## src/sv/kt_pkg.sv

```systemverilog
// Shared types, constants and helpers for the tilt Kalman filter.
package kt_pkg;

  localparam int unsigned DW = 32;
  localparam int unsigned ACCEL_W = 25;
  localparam int unsigned GYRO_W = 27;
  localparam int unsigned DT_W = 17;
  localparam int unsigned QA_W = 17;
  localparam int unsigned QB_W = 17;
  localparam int unsigned R_W = 23;
  localparam int unsigned ADDR_W = 4;
  localparam int unsigned STEP_W = 4;

  localparam logic [1:0] REG_DT = 2'd0;
  localparam logic [1:0] REG_QA = 2'd1;
  localparam logic [1:0] REG_QB = 2'd2;
  localparam logic [1:0] REG_R = 2'd3;

  localparam logic [STEP_W-1:0] PRED_LAST = 4'd9;
  localparam logic [STEP_W-1:0] CORR_LAST = 4'd11;

  typedef enum logic [4:0] {
    OP_NONE,
    OP_RATE0,
    OP_M_RDT,
    OP_A_ANG_PD0,
    OP_M_P11DT,
    OP_A_STEP11,
    OP_M_PD0DT,
    OP_A_PRED,
    OP_M_QBDT,
    OP_A_P11_ERR_E,
    OP_DIV0,
    OP_M_K1P01,
    OP_A_P11,
    OP_M_K0P01,
    OP_A_P01,
    OP_M_K1P00,
    OP_A_P10,
    OP_M_K0P00,
    OP_A_P00,
    OP_M_K0ERR,
    OP_A_ANG,
    OP_M_K1ERR,
    OP_A_BIAS
  } op_t;

  typedef struct packed {
    logic ld_in;
    op_t  op;
    logic div_start;
    logic div_sel;
    logic k_ld;
    logic k_sel;
    logic ld_out;
  } cmd_t;

  typedef struct packed {
    logic div_done;
  } status_t;

  function automatic op_t pred_op(input logic [STEP_W-1:0] step);
    op_t o;
    case (step)
      4'd0:    o = OP_RATE0;
      4'd1:    o = OP_M_RDT;
      4'd2:    o = OP_A_ANG_PD0;
      4'd3:    o = OP_M_P11DT;
      4'd4:    o = OP_A_STEP11;
      4'd5:    o = OP_M_PD0DT;
      4'd6:    o = OP_A_PRED;
      4'd7:    o = OP_M_QBDT;
      4'd8:    o = OP_A_P11_ERR_E;
      4'd9:    o = OP_DIV0;
      default: o = OP_NONE;
    endcase
    return o;
  endfunction

  function automatic op_t corr_op(input logic [STEP_W-1:0] step);
    op_t o;
    case (step)
      4'd0:    o = OP_M_K1P01;
      4'd1:    o = OP_A_P11;
      4'd2:    o = OP_M_K0P01;
      4'd3:    o = OP_A_P01;
      4'd4:    o = OP_M_K1P00;
      4'd5:    o = OP_A_P10;
      4'd6:    o = OP_M_K0P00;
      4'd7:    o = OP_A_P00;
      4'd8:    o = OP_M_K0ERR;
      4'd9:    o = OP_A_ANG;
      4'd10:   o = OP_M_K1ERR;
      4'd11:   o = OP_A_BIAS;
      default: o = OP_NONE;
    endcase
    return o;
  endfunction

  function automatic logic signed [DW-1:0] sat64(input logic signed [63:0] v);
    logic signed [DW-1:0] r;
    if (v > 64'sd2147483647) r = 32'sh7fffffff;
    else if (v < -64'sd2147483648) r = 32'sh80000000;
    else r = v[DW-1:0];
    return r;
  endfunction

  function automatic logic signed [DW-1:0] sat35(input logic signed [34:0] v);
    logic signed [DW-1:0] r;
    if (v > 35'sd2147483647) r = 32'sh7fffffff;
    else if (v < -35'sd2147483648) r = 32'sh80000000;
    else r = v[DW-1:0];
    return r;
  endfunction

endpackage

```

## src/sv/kt_ctrl.sv

```systemverilog
// Sequencer: steps the datapath through predict, gains and correct.
module kt_ctrl (
  input  logic            clk,
  input  logic            rst_n,
  input  logic            in_valid,
  output logic            in_ready,
  output logic            out_valid,
  input  logic            out_ready,
  output kt_pkg::cmd_t    cmd,
  input  kt_pkg::status_t status
);
  import kt_pkg::*;

  typedef enum logic [4:0] {
    ST_IDLE = 5'b00001,
    ST_PRED = 5'b00010,
    ST_DIV  = 5'b00100,
    ST_CORR = 5'b01000,
    ST_DONE = 5'b10000
  } state_t;

  state_t              state_r, state_nxt;
  logic [STEP_W-1:0]   step_r, step_nxt;
  logic                dsel_r, dsel_nxt;
  logic                out_valid_r, out_valid_nxt;

  assign in_ready  = (state_r == ST_IDLE);
  assign out_valid = out_valid_r;

  always_comb begin
    state_nxt     = state_r;
    step_nxt      = step_r;
    dsel_nxt      = dsel_r;
    out_valid_nxt = out_valid_r && !out_ready;
    cmd           = '{ld_in: 1'b0, op: OP_NONE, div_start: 1'b0, div_sel: 1'b0,
                      k_ld: 1'b0, k_sel: 1'b0, ld_out: 1'b0};
    case (state_r)
      ST_IDLE: begin
        if (in_valid) begin
          cmd.ld_in = 1'b1;
          step_nxt  = '0;
          state_nxt = ST_PRED;
        end
      end
      ST_PRED: begin
        cmd.op = pred_op(step_r);
        step_nxt = step_r + 1'b1;
        if (step_r == PRED_LAST) begin
          cmd.div_start = 1'b1;
          dsel_nxt      = 1'b0;
          state_nxt     = ST_DIV;
        end
      end
      ST_DIV: begin
        cmd.k_sel = dsel_r;
        if (status.div_done) begin
          cmd.k_ld = 1'b1;
          if (!dsel_r) begin
            cmd.div_start = 1'b1;
            cmd.div_sel   = 1'b1;
            dsel_nxt      = 1'b1;
          end else begin
            step_nxt  = '0;
            state_nxt = ST_CORR;
          end
        end
      end
      ST_CORR: begin
        cmd.op = corr_op(step_r);
        step_nxt = step_r + 1'b1;
        if (step_r == CORR_LAST) state_nxt = ST_DONE;
      end
      ST_DONE: begin
        if (!out_valid_r || out_ready) begin
          cmd.ld_out    = 1'b1;
          out_valid_nxt = 1'b1;
          state_nxt     = ST_IDLE;
        end
      end
      default: state_nxt = ST_IDLE;
    endcase
  end

  always_ff @(posedge clk) begin
    if (!rst_n) begin
      state_r     <= ST_IDLE;
      step_r      <= '0;
      dsel_r      <= 1'b0;
      out_valid_r <= 1'b0;
    end else begin
      state_r     <= state_nxt;
      step_r      <= step_nxt;
      dsel_r      <= dsel_nxt;
      out_valid_r <= out_valid_nxt;
    end
  end

`ifndef SYNTHESIS
  a_done_in_div: assert property (@(posedge clk) disable iff (!rst_n)
    status.div_done |-> state_r == ST_DIV) else $error("divider done outside gain phase");
  a_no_overwrite: assert property (@(posedge clk) disable iff (!rst_n)
    cmd.ld_out |-> (!out_valid_r || out_ready)) else $error("result overwritten");
  a_accept_starts: assert property (@(posedge clk) disable iff (!rst_n)
    (in_valid && in_ready) |=> (state_r == ST_PRED && step_r == '0))
    else $error("request accepted but not started");
  a_out_holds: assert property (@(posedge clk) disable iff (!rst_n)
    (out_valid_r && !out_ready) |=> out_valid_r) else $error("result dropped");
`endif

endmodule

```

## config.mk

```make
export PLATFORM = sky130hd
export DESIGN_NAME = kt_ctrl
export DESIGN_NICKNAME = d
export VERILOG_FILES = /design/src/sv/kt_pkg.sv /design/src/sv/kt_ctrl.sv
export SDC_FILE = /design/constraint.sdc
export NUM_CORES = 1
export LEC_CHECK = 0
export ABC_AREA = 1
export BUFFER_PORTS_ARGS = -buffer_cell sky130_fd_sc_hd__buf_4
export CAP_MARGIN = 20
export CORE_UTILIZATION = 45
export CTS_CLUSTER_DIAMETER = 120
export CTS_CLUSTER_SIZE = 30
export DETAILED_ROUTE_END_ITERATION = 16
export PLACE_DENSITY = 0.65
export SLEW_MARGIN = 20
export SYNTH_ARGS = -nofsm -noshare
export SYNTH_HDL_FRONTEND = slang
export SYNTH_SLANG_ARGS = --single-unit
export TNS_END_PERCENT = 5
```

## constraint.sdc

```tcl
create_clock -name clk -period 2.25 [get_ports clk]
set_clock_uncertainty 0.2 [all_clocks]
set_input_delay 0.675 -clock clk [delete_from_list [all_inputs] [get_ports clk]]
set_output_delay 0.675 -clock clk [all_outputs]
set_load 0.01 [all_outputs]
```

# After elaboration in Yosys (flattened, before gate mapping)
# Memory sizes are Yosys's and may differ from the RTL's. A register that Yosys moved wholly into a read port is not among the register bits.
# Index checks and enable logic that the tools add are counted.
# classes
n_eq_ne,13
n_mul,0
n_div,0
muxes,30
n_shift,0
bitwise,0
magnitude_cmp,0
n_addsub,1
reduce_logical,10
# op_table
cell,count
$mux 5,6
$mux 4,7
$pmux 5 s5,1
$ne 2x2->1 const B,6
$pmux 4 s3,1
$pmux 5 s2,1
$mux 1,9
$eq 4x4->1 const B,2
$mux 3,2
$reduce_and 6->1,1
$eq 5x1->1 const B,1
$eq 5x2->1 const B,1
$eq 5x3->1 const B,1
$eq 5x4->1 const B,1
$eq 5x5->1 const B,1
$add 4x1->4 const B,1
$pmux 1 s2,2
$reduce_and 4->1,1
$reduce_and 3->1,1
$reduce_bool 3->1,1
$logic_not 1->1,2
$mux 2,1
$reduce_bool 2->1,1
$reduce_or 2->1,1
other kinds (2),2
# totals
mem_bits_ro,144
wordCells,60
ff_bits,11
latchBits,0
out_inout_bits,13
mem_count,2
ram_bits,0
in_bits,5
# memory_table
memory,words,word_bits,read_ports,rd_clocked_by_memory_dff,wr,line,rtl
(no name shown),16,5,1,1,0,kt_pkg.sv:82,case (step)
(no name shown),16,4,1,1,0,kt_pkg.sv:64,case (step)

# Depth between registers and ports, before layout
# Gate-level depths: netlist (run 1).
# depth
depth_word,6
mapped_depth,15
depth_no_buf,15

# Worst setup path after synthesis (run 1)
# Ideal clock, no wire load.
# synth_timing
kind,input to register
start,in status
end,reg with a tool-made name
path_buffers,0
setup_time_ps,113
path_stages,11
arrival_time_ps,1822
required_time_ps,1937
path_slack_ps,115
path_cell_list,inv_1 -> nand4_1 -> nand2_1 -> inv_2 -> nand3_4 -> a21oi_1 -> nor2_1 -> inv_1 -> ha_1 -> o21ai_1 -> inv_1
# synth_rtl
item,line,rtl
"start, declared",kt_ctrl.sv:10,input kt_pkg::status_t status

==> summary.txt, run 1 <==
DR pass1 iterations - 4
WL per Instance - 12.3 um
Worst EP arrival - 1.39 ns
NetSw - 0.798 mW
DR iter-0 viols - 22
worst slack at placement - -0.0618 ns
Worst R2R Setup Slack - 0.12 ns
R2R depth - 15
endpoints failing hold - 0
Switching Share - 43.4%
combinational group share of total power - 54.5%
top post-synthesis cells by count - nand2_1 (32), inv_1 (25), dfxtp_1 (20), nor2_1 (20), nand3_1 (12)
Async SR Flop Fraction - 0%
dpl hpwl - 2010 um
period utilisation layout - 101%
Pwr Density - 1100 mW/mm2
setup violators final - 1
WP data required - 1.37 ns
TritonCTS Buffers - 3
first-pass GRT wire length - 4480 um
peak supply drop - 0.716 mV
max incr delay on CP - 0.38 ns
Final GP Congestion - 0.838
crit start category - flop
Max transition margin - 83.0%
drt drc - 0
DRT Wirelength - 2840 um
CP most frequent cell - nand2_2
crit path max fanout - 4
warning count from the yosys run - 0
Placement Cell Area - 0.00140 mm2
CTS tree - yes
largest cells by area after synthesis - dfxtp_1 (34%), nand2_1 (10%), inv_1 (7.9%)
fmax - 442 MHz
PortBufs - 17
Final WS setup - -0.0128 ns
beginning of the critical path - state_r[1]$_SDFFE_PN0P_
syn nets - 177
status - complete, but fails checks
Routed Antenna Nets - 0
fraction of layout cells with a size suffix above 1 - 44.6%
Setup crit end kind - primary output
worst path bufs/invs - 3
DIE HEIGHT - 53.4 um
EDFF count, synth - 0
Slowest-stage cell, CP - dfxtp_4
reg2reg start - state_r[1]$_SDFFE_PN0P_
Mapped Cells - 165
starting density of the core - 48.0%
Worst-Margin Slew - 0.254 ns
Synth Area per Inst - 7.21 um2
critical path cell sequence - inv_4, nand2_2, nor2_4, nand2_2, inv_2, nand2_4, o22ai_2, buf_4
Via density - 5.03
top_reg_cell synth - dfxtp_1
count leader, synth - nand2_1
Die ar. - 0.00285 mm2
Synth top area share - 33.6%
fillcell total - 204
delay-heaviest family, CP - flip-flops
fin nets - 215
H-Tree Depth - 1
Core Box Area - 0.00248 mm2
library cells used by synthesis - 24
Min-Delay Path Class - reg -> reg
gr usage total - 21.8%
Pint - 1.04 mW
final instance area - 0.00167 mm2
Root Buffer - clkbuf_4
Post-Syn Area - 0.00119 mm2
cell taking the most area after synthesis - dfxtp_1
post-synthesis sequential area ratio - 33.6%
via count of the first global-routing pass - 1089
initial antenna violation count - 0
I/O pin count - 18
register bit total from synthesis - 20
fin util - 67.5%
via count - 1166
crit path kind - reg -> out
Slew Limit Fails - 0
hold_buf cts - 0
RSZ-0062 raised after global routing - yes
row count - 18
Die Span X - 53.4 um
Sequential Power Share - 29.3%
CTS clk-pin slew, worst paths - 0.12 ns
failing checks - negative setup slack
max_cap viols - 0
CTS Sinks - 20
Antenna diodes - 0
gr ovfl total - 0
Pleak - 0.835 nW
crit path capture - cmd[4]
Period minus WS final - 2.26 ns
CTS Buffer Depth - 2
largest net degree at the start of global routing - 13
Clock Latency Late Sink - 0.30 ns
P&R area growth vs syn - 40.6%
clock power share - 16.1%
Critical Path Stages - 8
[worst min-delay path: stages (launching register included)]
cell	delay, ns
dfxtp_1	0.33
o21ai_0	0.07
a21oi_1	0.06
[stage by stage]
stage	TNS (ns)	instances	hold slack, ns	power (mW)
floorplan	0	165	0.250	1.11
global placement	-0.0164	218	0.266	1.35
detailed placement	-0.102	218	0.285	1.36
CTS	-0.0150	229	0.301	1.73
global route	-0.237	232	0.334	1.97
finish	-0.0128	232	0.304	1.84
[cell usage in the layout (no fill, tap or decap), drive strengths merged, types with 3 or more instances in the layout]
| cell | Yosys | final |
|---|---|---|
| nand2 | 39 | 39 |
| buf | 1 | 34 |
| inv | 29 | 29 |
| nor2 | 24 | 24 |
| dfxtp | 20 | 20 |
| nand3 | 16 | 16 |
| a21oi | 8 | 8 |
| nand4 | 7 | 7 |
| ha | 7 | 7 |
| o21ai | 6 | 6 |
| a22o | 4 | 4 |
| clkbuf | 0 | 3 |
[what timing repair did]
item | 4_1_cts | 5_1_grt
setup buffers | 7 | 3
resized for setup | 20 | 30
setup endpoints to repair | 7 | 18
pin swaps | 5 | 12
[power groups by stage]
stage	clock network, mW	registers (mW)	logic (mW)
detailed placement	0	0.501	0.856
global route	0.316	0.550	1.10
CTS	0.300	0.512	0.915
finish	0.297	0.539	1.00
floorplan	0	0.489	0.623
global placement	0	0.498	0.847
[cell type report]
| type | count | area [um2] | area share (%) |
|---|---|---|---|
| multi-input cells | 115 | 786 | 47.0 |
| flip-flops and latches | 20 | 420 | 25.1 |
| repair buffers | 34 | 263 | 15.7 |
| inverters | 29 | 114 | 6.81 |
| well taps | 30 | 37.5 | 2.24 |
| clock inverters | 1 | 30.0 | 1.80 |
| clock buffers | 3 | 22.5 | 1.35 |
[kinds of logic (layout without fill, tap and decap cells)]
logic type | after synthesis | in the layout | synth area share [%]
simple gates | 88 | 88 | 39.3
buf+inv | 30 | 67 | 9.57
flops | 20 | 20 | 33.6
compound gates | 19 | 19 | 9.36
fa+ha+maj | 7 | 7 | 7.36
xor+xnor | 1 | 1 | 0.736
[metal layers]
metal / up-vias / GRT usage, % / wire (um)
met4: 0 / 5.26 / 46
met2: 27 / 42.3 / 1510
met3: 7 / 4.60 / 101
met1: 530 / 23.2 / 1180
met5: - / 0 / 0
li1: 602 / - / -
[worst min-delay path by stage]
stage | from | to | slack, ns | depth (start not counted)
floorplan | dsel_r$_SDFFE_PN0P_ | dsel_r$_SDFFE_PN0P_ | 0.25 | 2
global placement | dsel_r$_SDFFE_PN0P_ | dsel_r$_SDFFE_PN0P_ | 0.27 | 2
detailed placement | dsel_r$_SDFFE_PN0P_ | dsel_r$_SDFFE_PN0P_ | 0.28 | 2
CTS | dsel_r$_SDFFE_PN0P_ | dsel_r$_SDFFE_PN0P_ | 0.30 | 2
global route | out_valid$_SDFF_PN0_ | out_valid$_SDFF_PN0_ | 0.33 | 2
finish | dsel_r$_SDFFE_PN0P_ | dsel_r$_SDFFE_PN0P_ | 0.30 | 2
(Power assumes the default switching activity.)
==> inputs of run 2 (changes only) <==
Settings changed: PLACE_DENSITY 0.65 to 0.68, TNS_END_PERCENT 5 to not set.
Clock period 2.25 ns to 2 ns, I/O delays scaled along.
==> run 2 against run 1 <==
The flow still finishes with violations (negative setup slack); sequential power increased by 12%; count of clock-buffer cells in the layout unchanged; global-route usage is 0.50 points higher; die area unchanged; power rose by 21%; critical endpoint unchanged; largest cell class unchanged.
==> summary.txt, run 2 (same netlist as run 1, synthesis figures left out) <==
worst path bufs/invs - 3
gr ovfl total - 0
hold_buf cts - 0
dpl hpwl - 2150 um
Slowest-stage cell, CP - dfxtp_4
setup violators final - 19
Hold Slack - 0.290 ns
status - complete, but fails checks
crit path max fanout - 3
Core Box Area - 0.00248 mm2
critical path cell sequence - inv_4, nand2_1, nor2_2, nand2_2, inv_2, nand2_4, o22ai_2, buf_4
max incr delay on CP - 0.38 ns
initial antenna violation count - 0
H-Tree Depth - 1
Period minus WS final - 2.22 ns
commonest non-fill, non-tap cells in the layout - buf_4 (49), nand2_1 (29), inv_1 (17)
Tot Pwr - 2.22 mW
most common cell after layout, fill and taps aside - buf_4
DIE HEIGHT - 53.4 um
via count of the first global-routing pass - 1110
peak supply drop - 0.928 mV
starting density of the core - 48.0%
Pwr Density - 1200 mW/mm2
fin nets - 232
Worst-Margin Slew - 0.271 ns
Final GP Congestion - 0.869
endpoints failing hold - 0
CTS Buffer Depth - 2
CTS tree - yes
Placement Cell Area - 0.00149 mm2
WL per Instance - 12.9 um
first-pass GRT wire length - 4570 um
CTS Sinks - 20
Die Span X - 53.4 um
row count - 18
Routed Antenna Nets - 0
DR iter-0 viols - 26
max_cap viols - 0
Final WS setup - -0.217 ns
Min-Delay Path Class - reg -> reg
Total Negative Setup Slacks - -2.22 ns
Slew Limit Fails - 0
Clock Latency Late Sink - 0.30 ns
fraction of layout cells with a size suffix above 1 - 51.1%
Root Buffer - clkbuf_4
P&R area growth vs syn - 56.4%
crit path kind - reg -> out
fillcell total - 188
PortBufs - 17
via count - 1270
crit start category - flop
Via density - 5.10
gr usage total - 22.3%
WP data required - 1.20 ns
Setup crit end kind - primary output
drt drc - 0
Die ar. - 0.00285 mm2
Worst R2R Setup Slack - -0.15 ns
RSZ-0062 raised after global routing - yes
failing checks - negative setup slack
fmax - 451 MHz
I/O pin count - 18
Pleak - 0.919 nW
worst slack at placement - -0.171 ns
delay-heaviest family, CP - flip-flops
CTS clk-pin slew, worst paths - 0.12 ns
DRT Wirelength - 3210 um
Worst EP arrival - 1.42 ns
Max transition margin - 81.9%
final instance area - 0.00186 mm2
TritonCTS Buffers - 3
Placed Cells - 229
Antenna diodes - 0
DR pass1 iterations - 4
period utilisation layout - 111%
fin util - 75.1%
Finished Layout Cells - 249
largest net degree at the start of global routing - 13
[run 2: cell count changes in the layout (fill, tap and decap cells not counted), moves of 2 or more]
cell   before  now
inv_1      19   17
buf_4      32   49
inv_4       2    4
ha_1        6    3
ha_4        0    4
[run 2: routing by layer]
layer	GRT usage [%]	routed length [um]	part of all wire [%]
met2	41.3	1670	52
met1	24.2	1350	42
met5	0	0	0
met3	3.74	116	3.6
met4	10.1	68	2.1
[run 2: power breakdown]
group	switching, mW	internal (mW)	total [mW]
logic	0.724	0.562	1.29
clock network	0.130	0.202	0.332
registers	0.0945	0.511	0.605
total	0.949	1.28	2.22
[run 2: path summary, 6_finish.rpt]
path                            from                  end  depth (start not counted)
max reg2reg  state_r[1]$_SDFFE_PN0P_                 flop                         14
min              dsel_r$_SDFFE_PN0P_  dsel_r$_SDFFE_PN0P_                          2
max          state_r[1]$_SDFFE_PN0P_               cmd[4]                          8
min reg2reg      dsel_r$_SDFFE_PN0P_  dsel_r$_SDFFE_PN0P_                          2
[run 2: layout make-up]
| type | count | area (um2) | share of cell area (%) |
|---|---|---|---|
| Inverter | 29 | 124 | 6.66 |
| Timing Repair Buffer | 51 | 390 | 21.0 |
| Clock inverter | 1 | 30.0 | 1.61 |
| Clock buffer | 3 | 22.5 | 1.21 |
| Sequential cell | 20 | 419 | 22.5 |
| Multi-Input combinational cell | 115 | 837 | 45.0 |
| Tap cell | 30 | 37.5 | 2.02 |
[run 2: timing repair]
| action | CTS | global route |
|---|---|---|
| endpoints found under the setup margin | 20 | 22 |
| buffers inserted | 7 | 9 |
| gates resized for setup | 39 | 20 |
| pin swaps | 8 | 9 |
| cloned | 0 | 0 |
[run 2: tightest hold or removal path: cells and delay by family, from the launching register on]
| family | cells | cell delay [ns] |
|---|---|---|
| flip-flops | 1 | 0.33 |
| AO/OA/AOI/OAI | 2 | 0.13 |
==> inputs of run 3 (changes only) <==
Settings changed: CORE_UTILIZATION 45 to 25, PLACE_DENSITY 0.68 to not set.
==> run 3 against run 2 <==
Maximum frequency increased by 4.0%; first-iteration DRC count increased by 38%; routed wire length decreased by 3.0%; utilization decreased by 32 points; the run still ends with negative setup slack left; global-route usage decreased by 8.9 points; die area increased by 77%; critical path depth decreased by 2; final cell count increased by 6.8%; highest routed layer unchanged.
==> summary.txt, run 3 (same netlist as run 1, synthesis figures left out) <==
Max transition margin - 85.8%
Slowest-stage cell, CP - dfxtp_4
DRT Wirelength - 3110 um
CTS Sinks - 20
H-Tree Depth - 1
fillcell total - 445
Die ar. - 0.00504 mm2
hold path endpoint - dsel_r$_SDFFE_PN0P_
Core Box Area - 0.00447 mm2
Finished Layout Cells - 266
max incr delay on CP - 0.37 ns
Total Negative Setup Slacks - -1.04 ns
area of the multi-input gates - 886 um2
Final GP Congestion - 0.832
worst path bufs/invs - 3
commonest non-fill, non-tap cells in the layout - buf_4 (35), nand2_1 (27), inv_1 (17)
reg2reg start - state_r[0]$_SDFFE_PN1P_
peak supply drop - 0.406 mV
Placed Cells - 252
max_cap viols - 0
PortBufs - 17
Pleak - 0.912 nW
Min-Delay Path Class - reg -> reg
via count of the first global-routing pass - 1174
CP most frequent cell - buf_6
WP data required - 1.20 ns
delay-heaviest family, CP - flip-flops
fraction of layout cells with a size suffix above 1 - 53.3%
endpoints failing hold - 0
Die Span X - 71.0 um
Worst EP arrival - 1.33 ns
CTS tree - yes
Period minus WS final - 2.13 ns
Placement Cell Area - 0.00153 mm2
drt drc - 0
RSZ-0062 raised after global routing - yes
gr usage total - 13.4%
Clock Latency Late Sink - 0.27 ns
status - complete, but fails checks
crit path max fanout - 5
crit start category - flop
Antenna diodes - 0
Root Buffer - clkbuf_8
via count - 1186
R2R depth - 13
Worst R2R Setup Slack - -0.05 ns
Pwr Density - 1220 mW/mm2
Final WS setup - -0.131 ns
largest net degree at the start of global routing - 13
most common cell after layout, fill and taps aside - buf_4
Via density - 4.46
Slew Limit Fails - 0
Tot Pwr - 2.39 mW
final instance area - 0.00195 mm2
DR iter-0 viols - 36
initial antenna violation count - 0
starting density of the core - 26.6%
WL per Instance - 11.7 um
setup violators final - 14
crit path kind - reg -> out
critical path cell sequence - buf_6, nor2_4, nand3_4, inv_4, a22o_1, buf_6
dpl hpwl - 2290 um
hold_buf cts - 0
fmax - 469 MHz
Setup crit end kind - primary output
period utilisation layout - 107%
HP Start - dsel_r$_SDFFE_PN0P_
Routed Antenna Nets - 0
failing checks - negative setup slack
P&R area growth vs syn - 63.7%
sequential cell area - 418 um2
Worst-Margin Slew - 0.211 ns
DR pass1 iterations - 3
I/O pin count - 18
CTS Buffer Depth - 2
DIE HEIGHT - 71.0 um
first-pass GRT wire length - 5210 um
TritonCTS Buffers - 3
CTS clk-pin slew, worst paths - 0.07 ns
fin nets - 227
row count - 24
Hold Path Stages - 2
gr ovfl total - 0
-- run 3: cell types whose count changed in the layout (fill, tap and decap cells not counted), sizes merged --
cell	delta
buf	-5
-- run 3: metal layers --
layer | share of wire (%) | track usage, % | routed length (um) | vias up
met5 | 0 | 0 | 0 | -
met4 | 2.1 | 6.00 | 66 | 0
met3 | 2.4 | 2.28 | 74 | 7
met2 | 54 | 23.8 | 1680 | 14
met1 | 42 | 15.7 | 1290 | 540
li1 | - | - | - | 625
-- run 3: how the worst max path moves through the flow --
stage,start,cells after the start,to
floorplan,status,11,flop
global placement,in_valid,12,flop
detailed placement,in_valid,12,flop
CTS,state_r[2]$_SDFFE_PN0P_,5,cmd[7]
global route,state_r[2]$_SDFFE_PN0P_,6,cmd[6]
finish,state_r[2]$_SDFFE_PN0P_,6,cmd[6]
-- run 3: worst min-delay path: stages (launching register included) --
cell,delay [ns]
dfxtp_1,0.31
o21ai_0,0.07
a21oi_1,0.06
-- run 3: cell type report --
type | instances | share of cell area (%)
multi-input combinational | 115 | 45.5
clock inverter | 1 | 1.54
timing repair buffer | 46 | 19.8
inverter | 29 | 6.23
clock buffer | 3 | 2.12
tap | 52 | 3.34
sequential | 20 | 21.5
-- run 3: timing repair --
item | CTS | global route
setup buffers | 6 | 4
pin swaps | 7 | 14
gates cloned | 0 | 0
gates resized for setup | 30 | 49
endpoints found under the setup margin | 17 | 22
-- run 3: metrics by stage --
step	utilization, %	setup slack, ns	hold slack, ns
6_report	43.5	-0.131	0.279
5_1_grt	43.5	-0.215	0.319
4_1_cts	38.6	-0.141	0.285
3_5_place_dp	34.2	-0.142	0.273
3_3_place_gp	34.2	-0.131	0.273
2_1_floorplan	-	0.0264	0.250
-- run 3: power breakdown --
part	leakage (nW)	switching (mW)	total, mW	internal, mW
clock network	0.0357	0.143	0.410	0.268
logic	0.710	0.764	1.38	0.612
registers	0.167	0.0912	0.600	0.509
total	0.912	0.998	2.39	1.39
